$ cat src/rtl/trf_pkg.sv
package trf_pkg;

    localparam int unsigned DIV_BITS = 64;
    localparam int unsigned CNT_W    = $clog2(DIV_BITS);

    localparam logic [9:0]  PERMILLE   = 10'd1000;
    localparam int unsigned CONF_STEPS = 16;
    // Largest difference whose product with 1000 still fits in 64 bits.
    localparam logic [63:0] DIFF_LIMIT = 64'd18446744073709551;

    localparam int unsigned CFG_IDX_W  = 3;
    localparam int unsigned CFG_DATA_W = 16;

    localparam logic [CFG_IDX_W-1:0] REG_MAX_LAT_RISE = 3'd0;
    localparam logic [CFG_IDX_W-1:0] REG_MAX_THR_DROP = 3'd1;
    localparam logic [CFG_IDX_W-1:0] REG_MAX_PRESSURE = 3'd2;
    localparam logic [CFG_IDX_W-1:0] REG_MAX_THERMAL  = 3'd3;
    localparam logic [CFG_IDX_W-1:0] REG_MIN_HEALTH   = 3'd4;
    localparam logic [CFG_IDX_W-1:0] REG_MAX_QUEUE    = 3'd5;

    // Commands from the controller to the datapath.
    typedef struct packed {
        logic capture;
        logic diff;
        logic mul;
        logic step;
        logic save;
        logic finish;
        logic sel_thr;
    } trf_cmd_t;

endpackage

$ cat src/rtl/telemetry_regression_forecast_top.sv
// Channel | Handshake           | Payload
// in      | in_valid/in_ready   | latency, throughput, pressure, thermal, health,
//         |                     | queue_level, miss_count
// out     | out_valid/out_ready | forecast_number, risk, confidence, flag_bits,
//         |                     | predicted_latency, predicted_throughput
// cfg     | cfg_we              | cfg_index, cfg_data
//
// A result is offered after two ratio passes (difference, scale by 1000, 64 steps
// of the shared one-bit restoring divider, save) and a load of the output
// register. A new sample is taken only after the previous result has been
// loaded, and that load waits until the output register is free.
// Reset clears the controller, the configuration and the sample history at once.
// A result waiting on out_ready does not block the next input beat; only the final
// load stalls until the output register is free.
module telemetry_regression_forecast_top
    import trf_pkg::*;
#(
    parameter int unsigned WINDOW_DEPTH = 64
)
(
    input  logic                  clk,
    input  logic                  rst_n,
    input  logic                  in_valid,
    output logic                  in_ready,
    input  logic [63:0]           latency,
    input  logic [63:0]           throughput,
    input  logic [9:0]            pressure,
    input  logic [9:0]            thermal,
    input  logic [9:0]            health,
    input  logic [15:0]           queue_level,
    input  logic [15:0]           miss_count,
    output logic                  out_valid,
    input  logic                  out_ready,
    output logic [31:0]           forecast_number,
    output logic [9:0]            risk,
    output logic [9:0]            confidence,
    output logic [5:0]            flag_bits,
    output logic [63:0]           predicted_latency,
    output logic [63:0]           predicted_throughput,
    input  logic                  cfg_we,
    input  logic [CFG_IDX_W-1:0]  cfg_index,
    input  logic [CFG_DATA_W-1:0] cfg_data
);

    trf_cmd_t cmd;

    // The controller sequences both ratio passes and owns the handshakes.
    trf_ctrl u_ctrl (
        .clk       (clk),
        .rst_n     (rst_n),
        .in_valid  (in_valid),
        .in_ready  (in_ready),
        .out_valid (out_valid),
        .out_ready (out_ready),
        .cmd       (cmd)
    );

    // The datapath holds configuration, history, the divider and the result.
    trf_dp #(
        .WINDOW_DEPTH (WINDOW_DEPTH)
    ) u_dp (
        .clk                  (clk),
        .rst_n                (rst_n),
        .cmd                  (cmd),
        .cfg_we               (cfg_we),
        .cfg_index            (cfg_index),
        .cfg_data             (cfg_data),
        .latency              (latency),
        .throughput           (throughput),
        .pressure             (pressure),
        .thermal              (thermal),
        .health               (health),
        .queue_level          (queue_level),
        .miss_count           (miss_count),
        .forecast_number      (forecast_number),
        .risk                 (risk),
        .confidence           (confidence),
        .flag_bits            (flag_bits),
        .predicted_latency    (predicted_latency),
        .predicted_throughput (predicted_throughput)
    );

endmodule

$ cat src/rtl/trf_ctrl.sv
module trf_ctrl
    import trf_pkg::*;
(
    input  logic     clk,
    input  logic     rst_n,
    input  logic     in_valid,
    output logic     in_ready,
    output logic     out_valid,
    input  logic     out_ready,
    output trf_cmd_t cmd
);

    typedef enum logic [2:0] {
        ST_IDLE,
        ST_DIFF,
        ST_MUL,
        ST_DIV,
        ST_SAVE,
        ST_FINISH
    } state_t;

    state_t             state_reg, state_next;
    logic               sel_reg, sel_next;
    logic [CNT_W-1:0]   cnt_reg, cnt_next;
    logic               out_valid_reg, out_valid_next;
    logic               out_free;

    assign out_free  = !out_valid_reg || out_ready;
    assign in_ready  = (state_reg == ST_IDLE);
    assign out_valid = out_valid_reg;

    always_comb
    begin
        state_next     = state_reg;
        sel_next       = sel_reg;
        cnt_next       = cnt_reg;
        out_valid_next = out_valid_reg && !out_ready;
        cmd            = '0;
        cmd.sel_thr    = sel_reg;
        case (state_reg)
            ST_IDLE:
            begin
                if (in_valid)
                begin
                    cmd.capture = 1'b1;
                    sel_next    = 1'b0;
                    state_next  = ST_DIFF;
                end
            end
            ST_DIFF:
            begin
                cmd.diff   = 1'b1;
                state_next = ST_MUL;
            end
            ST_MUL:
            begin
                cmd.mul    = 1'b1;
                cnt_next   = '0;
                state_next = ST_DIV;
            end
            ST_DIV:
            begin
                cmd.step = 1'b1;
                cnt_next = cnt_reg + 1'b1;
                if (cnt_reg == CNT_W'(DIV_BITS - 1))
                begin
                    state_next = ST_SAVE;
                end
            end
            ST_SAVE:
            begin
                cmd.save = 1'b1;
                if (!sel_reg)
                begin
                    sel_next   = 1'b1;
                    state_next = ST_DIFF;
                end
                else
                begin
                    state_next = ST_FINISH;
                end
            end
            ST_FINISH:
            begin
                if (out_free)
                begin
                    cmd.finish     = 1'b1;
                    out_valid_next = 1'b1;
                    state_next     = ST_IDLE;
                end
            end
            default:
            begin
                state_next = ST_IDLE;
            end
        endcase
    end

    always_ff @(posedge clk or negedge rst_n)
    begin
        if (!rst_n)
        begin
            state_reg     <= ST_IDLE;
            sel_reg       <= 1'b0;
            cnt_reg       <= '0;
            out_valid_reg <= 1'b0;
        end
        else
        begin
            state_reg     <= state_next;
            sel_reg       <= sel_next;
            cnt_reg       <= cnt_next;
            out_valid_reg <= out_valid_next;
        end
    end

endmodule

$ cat src/rtl/trf_dp.sv
module trf_dp
    import trf_pkg::*;
#(
    parameter int unsigned WINDOW_DEPTH = 64
)
(
    input  logic                  clk,
    input  logic                  rst_n,
    input  trf_cmd_t              cmd,
    input  logic                  cfg_we,
    input  logic [CFG_IDX_W-1:0]  cfg_index,
    input  logic [CFG_DATA_W-1:0] cfg_data,
    input  logic [63:0]           latency,
    input  logic [63:0]           throughput,
    input  logic [9:0]            pressure,
    input  logic [9:0]            thermal,
    input  logic [9:0]            health,
    input  logic [15:0]           queue_level,
    input  logic [15:0]           miss_count,
    output logic [31:0]           forecast_number,
    output logic [9:0]            risk,
    output logic [9:0]            confidence,
    output logic [5:0]            flag_bits,
    output logic [63:0]           predicted_latency,
    output logic [63:0]           predicted_throughput
);

    localparam int unsigned SEEN_W = $clog2(WINDOW_DEPTH + 1);

    // Configuration.
    logic [9:0]  max_lat_rise_reg, max_thr_drop_reg, max_pressure_reg;
    logic [9:0]  max_thermal_reg, min_health_reg;
    logic [15:0] max_queue_reg;

    // Persistent state.
    logic [63:0]       prev_lat_reg, prev_thr_reg, older_lat_reg;
    logic [9:0]        prev_pres_reg, prev_therm_reg, prev_hlth_reg;
    logic [SEEN_W-1:0] seen_reg;
    logic [31:0]       counter_reg;

    // Captured sample.
    logic [63:0] lat_reg, thr_reg;
    logic [9:0]  pres_reg, therm_reg, hlth_reg;
    logic [15:0] queue_reg, miss_reg;

    // Ratio unit.
    logic [63:0] diff_reg, base_reg, quo_reg;
    logic [64:0] rem_reg;
    logic        app_reg, big_reg;
    logic [9:0]  rise_reg, drop_reg;

    // Output payload.
    logic [31:0] fnum_reg;
    logic [9:0]  risk_reg, conf_reg;
    logic [5:0]  flags_reg;
    logic [63:0] plat_reg, pthr_reg;

    logic [63:0] op_a, op_b;
    logic [64:0] rem_shift, rem_sub;
    logic [9:0]  ratio;

    always_comb
    begin
        op_a      = cmd.sel_thr ? prev_thr_reg : lat_reg;
        op_b      = cmd.sel_thr ? thr_reg : prev_lat_reg;
        rem_shift = {rem_reg[63:0], quo_reg[63]};
        rem_sub   = rem_shift - {1'b0, base_reg};
        if (!app_reg)
        begin
            ratio = '0;
        end
        else if (big_reg || quo_reg > 64'(PERMILLE))
        begin
            ratio = PERMILLE;
        end
        else
        begin
            ratio = quo_reg[9:0];
        end
    end

    // Result assembly.
    logic        hard, seen_ge1, seen_ge2, lat_up, thr_down;
    logic [9:0]  risk_base, risk_a, risk_b;
    logic [5:0]  flags;
    logic [31:0] conf_w;
    logic [9:0]  conf;
    logic [64:0] lat_sum, thr_dif;
    logic [63:0] plat, pthr;

    always_comb
    begin
        hard = (miss_reg != '0) || (hlth_reg < min_health_reg)
            || (pres_reg > max_pressure_reg) || (therm_reg > max_thermal_reg)
            || (queue_reg > max_queue_reg);
        seen_ge1 = (seen_reg != '0);
        seen_ge2 = (32'(seen_reg) >= 32'd2);
        lat_up   = lat_reg > prev_lat_reg;
        thr_down = thr_reg < prev_thr_reg;
        if (32'(seen_reg) >= CONF_STEPS)
        begin
            conf_w = 32'(PERMILLE);
        end
        else
        begin
            conf_w = (32'(seen_reg) * 32'd125) >> 1;
        end
        conf = conf_w[9:0];

        flags = '0;
        if (hard)
        begin
            risk_base = PERMILLE;
        end
        else
        begin
            risk_base = (pres_reg > therm_reg) ? pres_reg : therm_reg;
            flags[0]  = queue_reg > {1'b0, max_queue_reg[15:1]};
        end
        risk_a = risk_base;
        lat_sum = {1'b0, lat_reg} + {1'b0, lat_reg - prev_lat_reg};
        thr_dif = {1'b0, thr_reg} - {1'b0, prev_thr_reg - thr_reg};
        plat = lat_reg;
        pthr = thr_reg;
        if (seen_ge1)
        begin
            flags[1] = rise_reg > max_lat_rise_reg;
            flags[2] = drop_reg > max_thr_drop_reg;
            if (rise_reg > risk_a)
            begin
                risk_a = rise_reg;
            end
            flags[3] = pres_reg > prev_pres_reg;
            flags[4] = therm_reg > prev_therm_reg;
            flags[5] = hlth_reg < prev_hlth_reg;
            if (lat_up)
            begin
                plat = lat_sum[64] ? '1 : lat_sum[63:0];
            end
            if (thr_down)
            begin
                pthr = thr_dif[64] ? '0 : thr_dif[63:0];
            end
        end
        risk_b = risk_a;
        if (seen_ge1 && drop_reg > risk_b)
        begin
            risk_b = drop_reg;
        end
        if (seen_ge2 && lat_up && prev_lat_reg > older_lat_reg)
        begin
            flags[1] = 1'b1;
        end
        if (risk_b > PERMILLE)
        begin
            risk_b = PERMILLE;
        end
    end

    always_ff @(posedge clk or negedge rst_n)
    begin
        if (!rst_n)
        begin
            max_lat_rise_reg <= PERMILLE;
            max_thr_drop_reg <= PERMILLE;
            max_pressure_reg <= PERMILLE;
            max_thermal_reg  <= PERMILLE;
            min_health_reg   <= '0;
            max_queue_reg    <= 16'hFFFF;
            prev_lat_reg     <= '0;
            prev_thr_reg     <= '0;
            older_lat_reg    <= '0;
            prev_pres_reg    <= '0;
            prev_therm_reg   <= '0;
            prev_hlth_reg    <= '0;
            seen_reg         <= '0;
            counter_reg      <= 32'd1;
        end
        else
        begin
            if (cfg_we)
            begin
                case (cfg_index)
                    REG_MAX_LAT_RISE: max_lat_rise_reg <= cfg_data[9:0];
                    REG_MAX_THR_DROP: max_thr_drop_reg <= cfg_data[9:0];
                    REG_MAX_PRESSURE: max_pressure_reg <= cfg_data[9:0];
                    REG_MAX_THERMAL:  max_thermal_reg  <= cfg_data[9:0];
                    REG_MIN_HEALTH:   min_health_reg   <= cfg_data[9:0];
                    REG_MAX_QUEUE:    max_queue_reg    <= cfg_data;
                    default:          ;
                endcase
            end
            if (cmd.finish)
            begin
                older_lat_reg  <= prev_lat_reg;
                prev_lat_reg   <= lat_reg;
                prev_thr_reg   <= thr_reg;
                prev_pres_reg  <= pres_reg;
                prev_therm_reg <= therm_reg;
                prev_hlth_reg  <= hlth_reg;
                if (32'(seen_reg) < WINDOW_DEPTH)
                begin
                    seen_reg <= seen_reg + 1'b1;
                end
                counter_reg <= counter_reg + 32'd1;
            end
        end
    end

    always_ff @(posedge clk)
    begin
        if (cmd.capture)
        begin
            lat_reg   <= latency;
            thr_reg   <= throughput;
            pres_reg  <= pressure;
            therm_reg <= thermal;
            hlth_reg  <= health;
            queue_reg <= queue_level;
            miss_reg  <= miss_count;
        end
        if (cmd.diff)
        begin
            diff_reg <= op_a - op_b;
            base_reg <= cmd.sel_thr ? prev_thr_reg : prev_lat_reg;
            app_reg  <= (op_a > op_b)
                && ((cmd.sel_thr ? prev_thr_reg : prev_lat_reg) != '0);
        end
        if (cmd.mul)
        begin
            // Times 1000 as 1024 - 16 - 8.
            quo_reg <= (diff_reg << 10) - (diff_reg << 4) - (diff_reg << 3);
            rem_reg <= '0;
            big_reg <= diff_reg > DIFF_LIMIT;
        end
        if (cmd.step)
        begin
            if (!rem_sub[64])
            begin
                rem_reg <= rem_sub;
                quo_reg <= {quo_reg[62:0], 1'b1};
            end
            else
            begin
                rem_reg <= rem_shift;
                quo_reg <= {quo_reg[62:0], 1'b0};
            end
        end
        if (cmd.save)
        begin
            if (cmd.sel_thr)
            begin
                drop_reg <= ratio;
            end
            else
            begin
                rise_reg <= ratio;
            end
        end
        if (cmd.finish)
        begin
            fnum_reg  <= counter_reg;
            risk_reg  <= risk_b;
            conf_reg  <= conf;
            flags_reg <= flags;
            plat_reg  <= plat;
            pthr_reg  <= pthr;
        end
    end

    assign forecast_number      = fnum_reg;
    assign risk                 = risk_reg;
    assign confidence           = conf_reg;
    assign flag_bits            = flags_reg;
    assign predicted_latency    = plat_reg;
    assign predicted_throughput = pthr_reg;

endmodule

$ cat config.mk
export PLATFORM = sky130hd
export DESIGN_NAME = telemetry_regression_forecast_top
export DESIGN_NICKNAME = d
export VERILOG_FILES = /design/src/rtl/trf_pkg.sv /design/src/rtl/telemetry_regression_forecast_top.sv /design/src/rtl/trf_ctrl.sv /design/src/rtl/trf_dp.sv
export SDC_FILE = /design/constraint.sdc
export NUM_CORES = 2
export LEC_CHECK = 0
export BUFFER_PORTS_ARGS = -buffer_cell sky130_fd_sc_hd__clkbuf_2
export CAP_MARGIN = 20
export CELL_PAD_IN_SITES_DETAIL_PLACEMENT = 1
export CELL_PAD_IN_SITES_GLOBAL_PLACEMENT = 1
export CORE_UTILIZATION = 30
export DETAILED_ROUTE_END_ITERATION = 16
export GPL_TIMING_DRIVEN = 0
export PLACE_DENSITY = 0.58
export SLEW_MARGIN = 10
export SYNTH_ARGS = -nofsm -noshare
export SYNTH_HDL_FRONTEND = slang
export SYNTH_SLANG_ARGS = --single-unit
$ cat constraint.sdc
create_clock -name clk -period 14.28 [get_ports clk]
set_input_delay 1.428 -clock clk [delete_from_list [all_inputs] [get_ports clk]]
set_output_delay 1.428 -clock clk [all_outputs]
set_load 0.005 [all_outputs]
Yosys cells after proc, flatten, opt, wreduce, memory -nomap -nowiden
Cells that the tools add are included.
Operators by class
  bitwise gates (word level): 1
  order comparisons: 23
  equal/unequal tests: 14
  multiply operators: 1
  mux-type cells: 41
  reductions and logical operators: 32
  add/subtract/negate cells: 11
Operator list (count)
  two-way mux 64 bit: 14
  subtractor 64 bit: 5
  greater-than comparator 64 bit: 3
  greater-than comparator 10 bit: 9
  two-way mux 10 bit: 7
  adder 64 x 64 -> 65 bit: 1
  subtractor 64 x 64 -> 65 bit: 1
  subtractor 65 x 64 -> 65 bit: 1
  greater-than comparator 64 x 10 -> 1 bit (second input constant): 1
  greater-than comparator 64 x 55 -> 1 bit (second input constant): 1
  < comparator 64 bit: 1
  nonzero test 64 bit: 1
  adder 32 x 1 -> 32 bit (second input constant): 1
  < comparator 10 bit: 2
  AND reduction 2 bit: 10
  case mux 3 bit (6 select lines): 1
  greater-than comparator 16 x 15 -> 1 bit: 1
  greater-than comparator 16 bit: 1
  nonzero test 16 bit: 1
  two-way mux 1 bit: 13
  equality test 3 x 2 -> 1 bit (second input constant): 4
  equality test 3 bit (second input constant): 4
  two-way mux 3 bit: 4
  case mux 6 bit (2 select lines): 1
  20 further kinds: 35
Storage, ports and cells
  register bits after elaboration: 992
  output and inout bits: 188
  bits of input ports: 214
  logic and storage cells: 164

Logic depth before layout (Yosys ltp)
  word-level depth: 13
  gate-level depth with buffers: 35
  gate-level depth less buffers: 33

Modules after synthesis
A second synthesis with hierarchy kept.
Unflattened totals
  cell total of the unflattened synthesis: 7631
  area total of the unflattened synthesis: 72077.9 um^2
By module, submodules not included
  trf_dp: instances 1, area each 71488.6 um^2, sequential area each 27873.0 um^2, cells an instance 7568
  trf_ctrl: instances 1, area each 589.3 um^2, sequential area each 275.3 um^2, cells an instance 63

Worst setup path after synthesis
OpenSTA, ideal clock, no wires.
  path kind: register -> register
  from: register u_ctrl.state_reg[0]
  to: register u_dp.app_reg (enable)
  clock period less this slack: 10.983 ns
  path buffers: 2
  required time: 13.478 ns
  arrival time: 10.181 ns
  setup slack: 3.297 ns
  stages on the path, launching flop included: 4
  setup time: 0.802 ns
  cells stage by stage: dfrtp_1 clkbuf_1 clkbuf_1 nor3b_1
Between the ends
  cells in the longest elaborated chain, start to end: 2
Ends and longest elaborated chain
  from (decl): RTL line trf_ctrl.sv:22  | state_t state_reg, state_next;
  from (signal assigned): RTL line trf_ctrl.sv:110  | state_reg <= state_next;
  equality test 3 x 1 -> 1 bit: RTL line trf_ctrl.sv:40  | case (state_reg)
  two-way mux 1 bit: RTL line trf_ctrl.sv:40
  to (signal assigned): RTL line trf_dp.sv:226  | app_reg <= (op_a > op_b)
  to (decl): RTL line trf_dp.sv:49  | logic app_reg, big_reg;
Every way passes these cells.
A chain may end at the register's enable or synchronous reset.

Final worst setup path
  from: register u_dp.prev_lat_reg[4]
  to: register u_dp.plat_reg[50] (netlist: u_dp.predicted_latency[50]), data pin
Between the ends
  cells in the longest elaborated chain, start to end: 5
  elaborated cells between the ends (all ways): 6
  classes of those cells: 2 x add/sub; 1 x order compare; 3 x mux
Ends and longest elaborated chain
  from (decl): RTL line trf_dp.sv:36  | logic [63:0] prev_lat_reg, prev_thr_reg, older_lat_reg;
  from (signal assigned): RTL line trf_dp.sv:196  | prev_lat_reg <= lat_reg;
  subtractor 64 bit: RTL line trf_dp.sv:121  | lat_sum = {1'b0, lat_reg} + {1'b0, lat_reg - prev_lat_reg};
  adder 64 x 64 -> 65 bit: RTL line trf_dp.sv:121
  two-way mux 64 bit: RTL line trf_dp.sv:138  | plat = lat_sum[64] ? '1 : lat_sum[63:0];
  two-way mux 64 bit (*): RTL line trf_dp.sv:136  | if (lat_up)
  two-way mux 64 bit (*): RTL line trf_dp.sv:125  | if (seen_ge1)
  named net u_dp.plat[50]: RTL line trf_dp.sv:89  | logic [63:0] plat, pthr;
  to (signal assigned): RTL line trf_dp.sv:266  | plat_reg <= plat;
  to (decl): RTL line trf_dp.sv:56  | logic [63:0] plat_reg, pthr_reg;
Mark *: on every way through the listed nets, which the timed path passes. The rest lies on a longest branch.

==> results.ini <==
[synth]
synth_top_family_by_area=compound AO/OA/AOI/OAI gates
synth_compound_area_share_pct=20.2
seq_area_frac_synth_pct=39.2
syn_area_um2=71800
syn_inst=7630
synth_seq_cells=992
synth-xor-area-share_pct=5.63
syn_nets=8651
synth-simple-area-share_pct=12.5
synthAdderAreaFrac_pct=14.8
synth_edf_count=654
synth_area_leader_cell=edfxtp_1
yosysWarningCount=0
synth_async_sr_flop_share_pct=34.1
synth_area_leaders=edfxtp_1, ha_1, dfrtp_1
synth_cell_type_count=90
synthMuxAreaShare_pct=2.68
avgSynthCellArea_um2=9.42
synth_top_area_share_pct=27.3
synth_ff_type=edfxtp_1

[clock_network]
clkSinkCount=992
cts_buffers=119
postCtsHoldBufs=0
cts_resized=0
htree_levels=3
cts_tree=built
postCtsSetupRepairBufs=0
cts.path.max_buffers=3
cts_root_buffer=clkbuf_16
clkLatencyLatePin_ps=850
clk_pin_slew_worst_paths_ps=70

[setup_path]
cp-start-kind=flop
crit_top_cell=clkbuf_1
cp_slowest_cell=o41ai_1
arrival_ps=10490
cp.required_ps=14780
path_buf_inv=4
critPathCaptureType=flop
cpPeakStageDelay_ps=1150
rr_endpoint=u_dp.predicted_latency[50]
path_max_fanout=10
worstSetupPathType=flop to flop
critPathTopFamily=compound AO/OA/AOI/OAI gates
r2r.worst_path.cells=25
r2r_start=u_dp.prev_lat_reg[4]
rrSetupSlack_ps=4290

[sta]
period_needed_ps=9990
setup_viol=0
fmax_mhz=100
slew_headroom_pct=5.41
tightestPinTransition_ps=1400
hold_violations=0
finalMaxSlewViolations=0
grt_setup_unrepaired=no
worst_slack_ps=4290
fin_skew_ps=108
setup_tns_ps=0
min_period_over_period_pct=70.0

[die]
rows=179
io_pins=402
die_area_um2=241000
die_w_um=491
die_y_um=491
design.core.area_um2=238000
initial_core_util_pct=30.2

[global_route]
grt_first_pass_wirelength_um=400000
grt_pass1_vias=62600
grt_max_degree=91
antenna_found_initial=11
grt.overflow.total=0
groute.usage.overall_pct=21.9

[run]
max_cap_viol_count=0

[placed_design]
place_inst=11200
dpl.hpwl_um=221000
portBuffers=399
finalWeightedCongestion=0.927
pre_cts_ws_ps=4310
post_dp_cell_area_um2=78500

[layout]
stdcell_area_um2=82600
area_delta_synth_final_pct=15.0
instances_no_fill=11500
drive_gt1_share_pct=10.6
final_nets=9212

[drt]
via_count=59700
ant_nets=0
post-route-drc-count=22
via_per_inst=5.21
avgRoutedWirePerCell_um=23.5
dr.pass1.iters=13
drtIter0Drc=3417
wl_um=270000

[pwr]
p_leak_uw=0.0358
p_per_area_nw_per_um2=144
switchingPower_uw=4720
switching_share_pct=39.7
intPower_uw=7180
vdd_drop_max_uv=108
p_clk_share_pct=27.3
pwr-share-seq_pct=32.3
combPwrFrac_pct=40.5

[outcome]
violations=design-rule violations
outcome=finished with violations

[worst_hold_path]
hp-class=input pin to async pin

routing by layer:
metal,track usage [%],vias up,wire [um],part of all wire [%]
met5,0,-,27,0.010
met3,1.99,339,8350,3.1
li1,-,28600,-,-
met1,29.6,29600,126000,47
met4,8.10,4,10400,3.8
met2,36.1,1098,125000,46
synth_stat cells, types with 17 or more instances:
| cell type | instances |
|---|---|
| nand4_1 | 138 |
| edfxtp_1 | 654 |
| nand3_1 | 147 |
| clkbuf_1 | 266 |
| dfstp_2 | 41 |
| nand2b_1 | 78 |
| a211oi_1 | 45 |
| a41oi_1 | 18 |
| o21bai_1 | 103 |
| nor3_1 | 82 |
| a21oi_1 | 622 |
| a31oi_1 | 66 |
| dfrtp_1 | 297 |
| inv_1 | 636 |
| a21o_1 | 368 |
| mux2_2 | 100 |
| nor2_1 | 313 |
| and2_1 | 31 |
| nor2b_1 | 90 |
| nor4_1 | 43 |
| fa_1 | 75 |
| mux2i_1 | 80 |
| a221oi_1 | 17 |
| o21ai_0 | 730 |
| o21a_1 | 72 |
| o211ai_1 | 24 |
| ha_1 | 732 |
| or2_2 | 25 |
| xor2_1 | 170 |
| and3_1 | 70 |
| nand2_1 | 798 |
| or3_1 | 18 |
| buf_2 | 26 |
| o31ai_1 | 87 |
| xnor2_1 | 290 |
kinds of logic (layout without fill, tap and decap cells):
family	Yosys count	after routing
and+or+nand+nor	1900	1900
DFF	992	992
AOI/OAI and AO/OA	2347	2347
muxes	180	180
adders and majority gates	807	807
xor gates and xnor gates	461	461
other	0	2
buffers and inverters	943	1608
metrics by stage:
| stage | power, uW | utilization (%) | hold WS (ps) |
|---|---|---|---|
| 2_1_floorplan | 7010 | - | 425 |
| 3_3_place_gp | 8570 | 32.7 | 438 |
| 3_5_place_dp | 8660 | 33.0 | 439 |
| 4_1_cts | 12000 | 34.7 | 361 |
| 5_1_grt | 12600 | 34.7 | 403 |
| 6_report | 11900 | 34.7 | 438 |
worst max-delay path by stage:
stage / start / to / slack [ps] / cells past startpoint
after global placement: u_ctrl.state_reg[0] / u_dp.base_reg[8] / -1320 / 3
final: u_dp.prev_lat_reg[4] / u_dp.predicted_latency[50] / 4290 / 25
after detailed placement: u_dp.lat_reg[3] / u_dp.predicted_latency[50] / 4310 / 24
after CTS: u_dp.prev_lat_reg[4] / u_dp.predicted_latency[50] / 4250 / 25
after global routing: u_dp.prev_lat_reg[3] / u_dp.predicted_latency[50] / 4220 / 25
after floorplan: u_ctrl.state_reg[0] / u_dp.app_reg / 3300 / 3
final cells by class:
class	instances	area, um2
fill	27500	155000
multi-input combinational	5695	40100
sequential	992	28100
tap	3167	3960
clock buffer	140	3130
timing repair buffer	440	2620
inverter	637	2400
buffer	306	1220
clock inverter	85	1030
antenna	2	5.00
power by group through the flow:
| stage | Sequential [uW] | Clock, uW | Combinational (uW) |
|---|---|---|---|
| finish | 3840 | 3250 | 4810 |
| global route | 3880 | 3420 | 5290 |
| detailed placement | 3890 | 0 | 4770 |
| CTS | 3840 | 3350 | 4810 |
| floorplan | 3790 | 0 | 3230 |
| global placement | 3900 | 0 | 4670 |
cells in the final DEF, fill, tap and decap left out, types with 43 or more instances in the layout:
cell	Yosys	final
a211oi_1	45	45
o21a_1	72	72
o21bai_1	103	103
a21o_1	368	368
nor3_1	82	81
dfrtp_1	297	297
o21ai_0	730	730
xor2_1	170	170
edfxtp_1	654	654
nand3_1	147	147
nor4_1	43	43
mux2_2	100	100
xnor2_1	290	290
clkbuf_1	266	275
nand2_1	798	798
inv_1	636	636
fa_1	75	75
clkbuf_16	0	121
and3_1	70	70
a21oi_1	622	622
nor2_1	313	312
ha_1	732	732
nand4_1	138	138
o31ai_1	87	86
clkbuf_2	1	405
mux2i_1	80	80
nor2b_1	90	90
a31oi_1	66	66
nand2b_1	78	78
Note: power is estimated with default switching activity, not from simulation.
